--- config.mk ---
export PLATFORM = sky130hd
export DESIGN_NAME = hvs_isqrt
export DESIGN_NICKNAME = d
export VERILOG_FILES = /design/src/hvs_isqrt.sv
export SDC_FILE = /design/constraint.sdc
export NUM_CORES = 2
export LEC_CHECK = 0
export BUFFER_PORTS_ARGS = -buffer_cell sky130_fd_sc_hd__clkbuf_2
export CORE_MARGIN = 5
export CORE_UTILIZATION = 63
export CTS_CLUSTER_DIAMETER = 200
export DETAILED_ROUTE_END_ITERATION = 10
export PLACE_DENSITY = 0.79
export SYNTH_ARGS = -nofsm -noshare
export SYNTH_HDL_FRONTEND = slang
export SYNTH_SLANG_ARGS = --single-unit
--- constraint.sdc ---
create_clock -name clk -period 4 [get_ports clk]
set_clock_uncertainty 0.15 [all_clocks]
set_input_delay 0.2 -clock clk [delete_from_list [all_inputs] [get_ports clk]]
set_output_delay 0.2 -clock clk [all_outputs]
set_load 0.01 [all_outputs]
--- src/hvs_isqrt.sv ---
// Pipelined floor square root of a 61-bit value, one result bit per stage.
// No package dependencies.
module hvs_isqrt (
    input  logic        clk,
    input  logic [60:0] radicand,
    output logic [30:0] root
);

    localparam int NB = 31;

    logic [60:0] rem_reg  [NB];
    logic [30:0] root_reg [NB];
    logic [60:0] rem_in   [NB];
    logic [30:0] root_in  [NB];
    logic [62:0] trial    [NB];

    always_comb
    begin
        for (int k = 0; k < NB; k++)
        begin
            rem_in[k]  = (k == 0) ? radicand : rem_reg[(k == 0) ? 0 : k - 1];
            root_in[k] = (k == 0) ? '0 : root_reg[(k == 0) ? 0 : k - 1];
            trial[k]   = (63'(root_in[k]) << (NB - k)) + (63'(1) << (2 * (NB - 1 - k)));
        end
    end

    always_ff @(posedge clk)
    begin
        for (int k = 0; k < NB; k++)
        begin
            if (63'(rem_in[k]) >= trial[k])
            begin
                rem_reg[k]  <= 61'(63'(rem_in[k]) - trial[k]);
                root_reg[k] <= root_in[k] | (31'(1) << (NB - 1 - k));
            end
            else
            begin
                rem_reg[k]  <= rem_in[k];
                root_reg[k] <= root_in[k];
            end
        end
    end

    assign root = root_reg[NB-1];

endmodule

==> impl_metrics.toml <==
[setup_path]
reg2reg_to = "rem_reg[1][596]$_DFF_P_"
r2r_start = "root_reg[1][276]$_DFF_P_"
cp_data_required_time_ps = 4520
arrival_ps = 4440
critPathLaunchType = "register"
r2r_setup_slack_ps = 80
worst-path-max-fanout = 11
r2r_cells = 13
critPathCaptureType = "register"
path_class = "reg -> reg"

[place]
dp_cells = 10570
portBuffers = 92
hpwl_um = 166500
gp_congestion = 0.9297

[finish]
final_common_cell = "dfxtp_1"
fin_util_pct = 72.39
synthToLayoutAreaGrowth_pct = 13.99
finalNetCount = 9706
drive_above_1_share_pct = 8.136
fin_cells = 11100
layout_common_cells = "dfxtp_1 (2326), inv_1 (639), a21oi_1 (564)"
largest_register_ffs = 1830
final.fill_count = 9536

[timing]
hold_violations = 0
tightest_slew_ps = 1089
maxSlewHeadroom_pct = 26.71
post-route-period-util_pct = 97.94
whs_ps = 151.0
finalCriticalPeriod_ps = 3917
slew_violations = 0
fmax_mhz = 255.3
setup_viol_count_final = 0

[synthesis]
yosysSeqAreaShare_pct = 53.19
syn_avg_cell_area_sq_um = 10.01
synth_top_family_by_area = "simple AND/OR/NAND/NOR gates"
synth_compound_area_share_pct = 11.62
synth_seq_cells = 2326
synth_mux_area_share_pct = 1.206
async_flop_share_pct = 0
syn_nets = 9330
synth_ff_type = "dfxtp_1"
synth-edff-count = 0
synthAdderAreaFrac_pct = 7.498
synth_xor_area_share_pct = 7.904
synth_cells = 8744
ys_warn_count = 0
synth_area_sq_um = 87540
synth.distinct_cells = 99
synth-simple-area-share_pct = 15.07

[floorplanning]
dieArea_sq_um = 146500
coreArea_sq_um = 137800
start_util_pct = 63.51
row_count = 136
dieHeight_um = 382.8
io_pins = 93
die_width_um = 382.8

[power]
power_leakage_nw = 45.58
power_density_nw_per_um2 = 743.7
irDropWorstVdd_v = 0.0007585

[clock_network]
cts_tree = "done"
path_clk_slew_ps = 60
clock_path_buffers = 3
worstSkewPairLatency_ps = 860
cts_root_buf = "clkbuf_16"
cts_buffers = 214
htree_levels = 4
clock_sinks = 2326

[run]
cap_viol_max_count = 0

[hold_path]
whs_path_depth = 0
holdPathEnd = "rem_reg[1][558]$_DFF_P_"
hold_path.class = "reg -> reg"
hold_path_startpoint = "rem_reg[1][497]$_DFF_P_"

[outcome]
status = "finished clean"

[grt]
grt_max_degree = 58
grt_pass1_vias = 64900
grt-busiest-layer = "met2"
grt_use_met1_pct = 38.01
grt_antenna_before_repair = 12
use_met3_pct = 5.489
grtUsageMet2_pct = 53.50
grtUsageTotal_pct = 30.51
grt-ovfl-total = 0
grt_pass1_wl_um = 357600

[route]
drt-wirelength-per-cell_um = 20.78
firstDrtPassIters = 8
drtAntennaViolNets = 0
via_per_inst = 5.877
drtIter0Drc = 5236
drc = 0
wl_um = 230700
vias = 65260
[layer usage]
| metal | vias to the layer above | routed length [um] |
|---|---|---|
| li1 | 31250 | - |
| met3 | 604 | 14300 |
| met4 | 12 | 8055 |
| met2 | 2292 | 112400 |
| met1 | 31100 | 95860 |
| met5 | - | 69 |
[cell usage after synthesis (42+ instances only)]
master / count / area (sq um)
a211oi_1: 42 / 315.3
a21o_1: 186 / 1396
a21oi_1: 567 / 2838
a31oi_1: 58 / 362.9
clkbuf_1: 137 / 514.2
dfxtp_1: 2326 / 46560
ha_1: 523 / 6544
inv_1: 639 / 2399
mux2_2: 83 / 934.7
nand2_1: 552 / 2072
nand2b_1: 116 / 725.7
nand3_1: 130 / 650.6
nand4_1: 147 / 919.6
nor2_1: 563 / 2113
nor2b_1: 70 / 437.9
nor3_1: 261 / 1306
nor4_1: 290 / 1814
nor4b_1: 42 / 367.9
o21a_1: 83 / 623.1
o21ai_0: 396 / 1982
o21bai_1: 51 / 382.9
or3_1: 91 / 569.3
or4_1: 80 / 600.6
xnor2_1: 399 / 3495
xor2_1: 391 / 3425
[timing repair]
action | CTS | global route
resized for setup | 1 | 28
endpoints found under the setup margin | 3 | 94
pin swaps | 1 | 4
hold endpoints to repair | 61 | 0
hold buffers | 122 | 0
setup buffers | 0 | 2
[cells by family (layout without fill, tap and decap cells)]
family,Yosys count,in the layout
flip-flops,2326,2326
AND/OR/NAND/NOR,2550,2550
multiplexers,95,95
AO/OA/AOI/OAI,1649,1649
buffers and inverters,809,1369
XOR/XNOR,790,790
other,1,6
adder cells (fa/ha/maj),524,524
[layout make-up]
type                    count  area (sq um)  share of cell area [%]
well taps                1794          2245                   2.250
clock inverters           111          1814                   1.818
inverters                 643          2414                   2.419
clock buffers             289          6057                   6.070
diodes                      5         12.51                 0.01254
flip-flops and latches   2326         46560                   46.67
repair buffers            326          2564                   2.569
multi-input cells        5609         38110                   38.19
[critical path: stages, from the launching register on]
cell and delay [ps]:
dfxtp_1 330, inv_1 40, ha_1 410, nand4_1 180
or4_4 600, nor4b_2 340, nand4_1 420, nand4b_4 280
a21oi_4 60, buf_4 200, inv_2 90, o211ai_2 200
o41ai_1 330, o21ai_0 150
[through the flow]
step                      instance area (sq um)  setup TNS (ps)  power (mW)  setup slack (ps)
final                                     99780               0       74.21             82.56
after global placement                    90530          -35.84       51.01            -18.06
after detailed placement                  90530          -58.25       51.47            -34.72
after global routing                      99770          -62.75       77.72            -42.51
after CTS                                 99630               0       73.62             4.441
after floorplan                           87540               0       45.34             482.0
[power breakdown]
group	switching [mW]	leakage [nW]	internal, mW	total (mW)
registers	4.93	19.5	28.4	33.3
clock network	9.31	3.78	12.8	22.1
logic	10.6	22.3	8.14	18.7
[worst max-delay path by stage]
stage	start	endpoint	slack, ps	depth (start not counted)
6_report	root_reg[1][276]$_DFF_P_	rem_reg[1][596]$_DFF_P_	80	13
3_5_place_dp	root_reg[1][274]$_DFF_P_	rem_reg[1][601]$_DFF_P_	-30	12
5_1_grt	root_reg[1][314]$_DFF_P_	rem_reg[1][725]$_DFF_P_	-40	13
2_1_floorplan	root_reg[1][374]$_DFF_P_	rem_reg[1][835]$_DFF_P_	480	13
4_1_cts	root_reg[1][240]$_DFF_P_	rem_reg[1][540]$_DFF_P_	4	13
3_3_place_gp	root_reg[1][276]$_DFF_P_	rem_reg[1][603]$_DFF_P_	-20	13
Power figures use the tool's default switching activity.
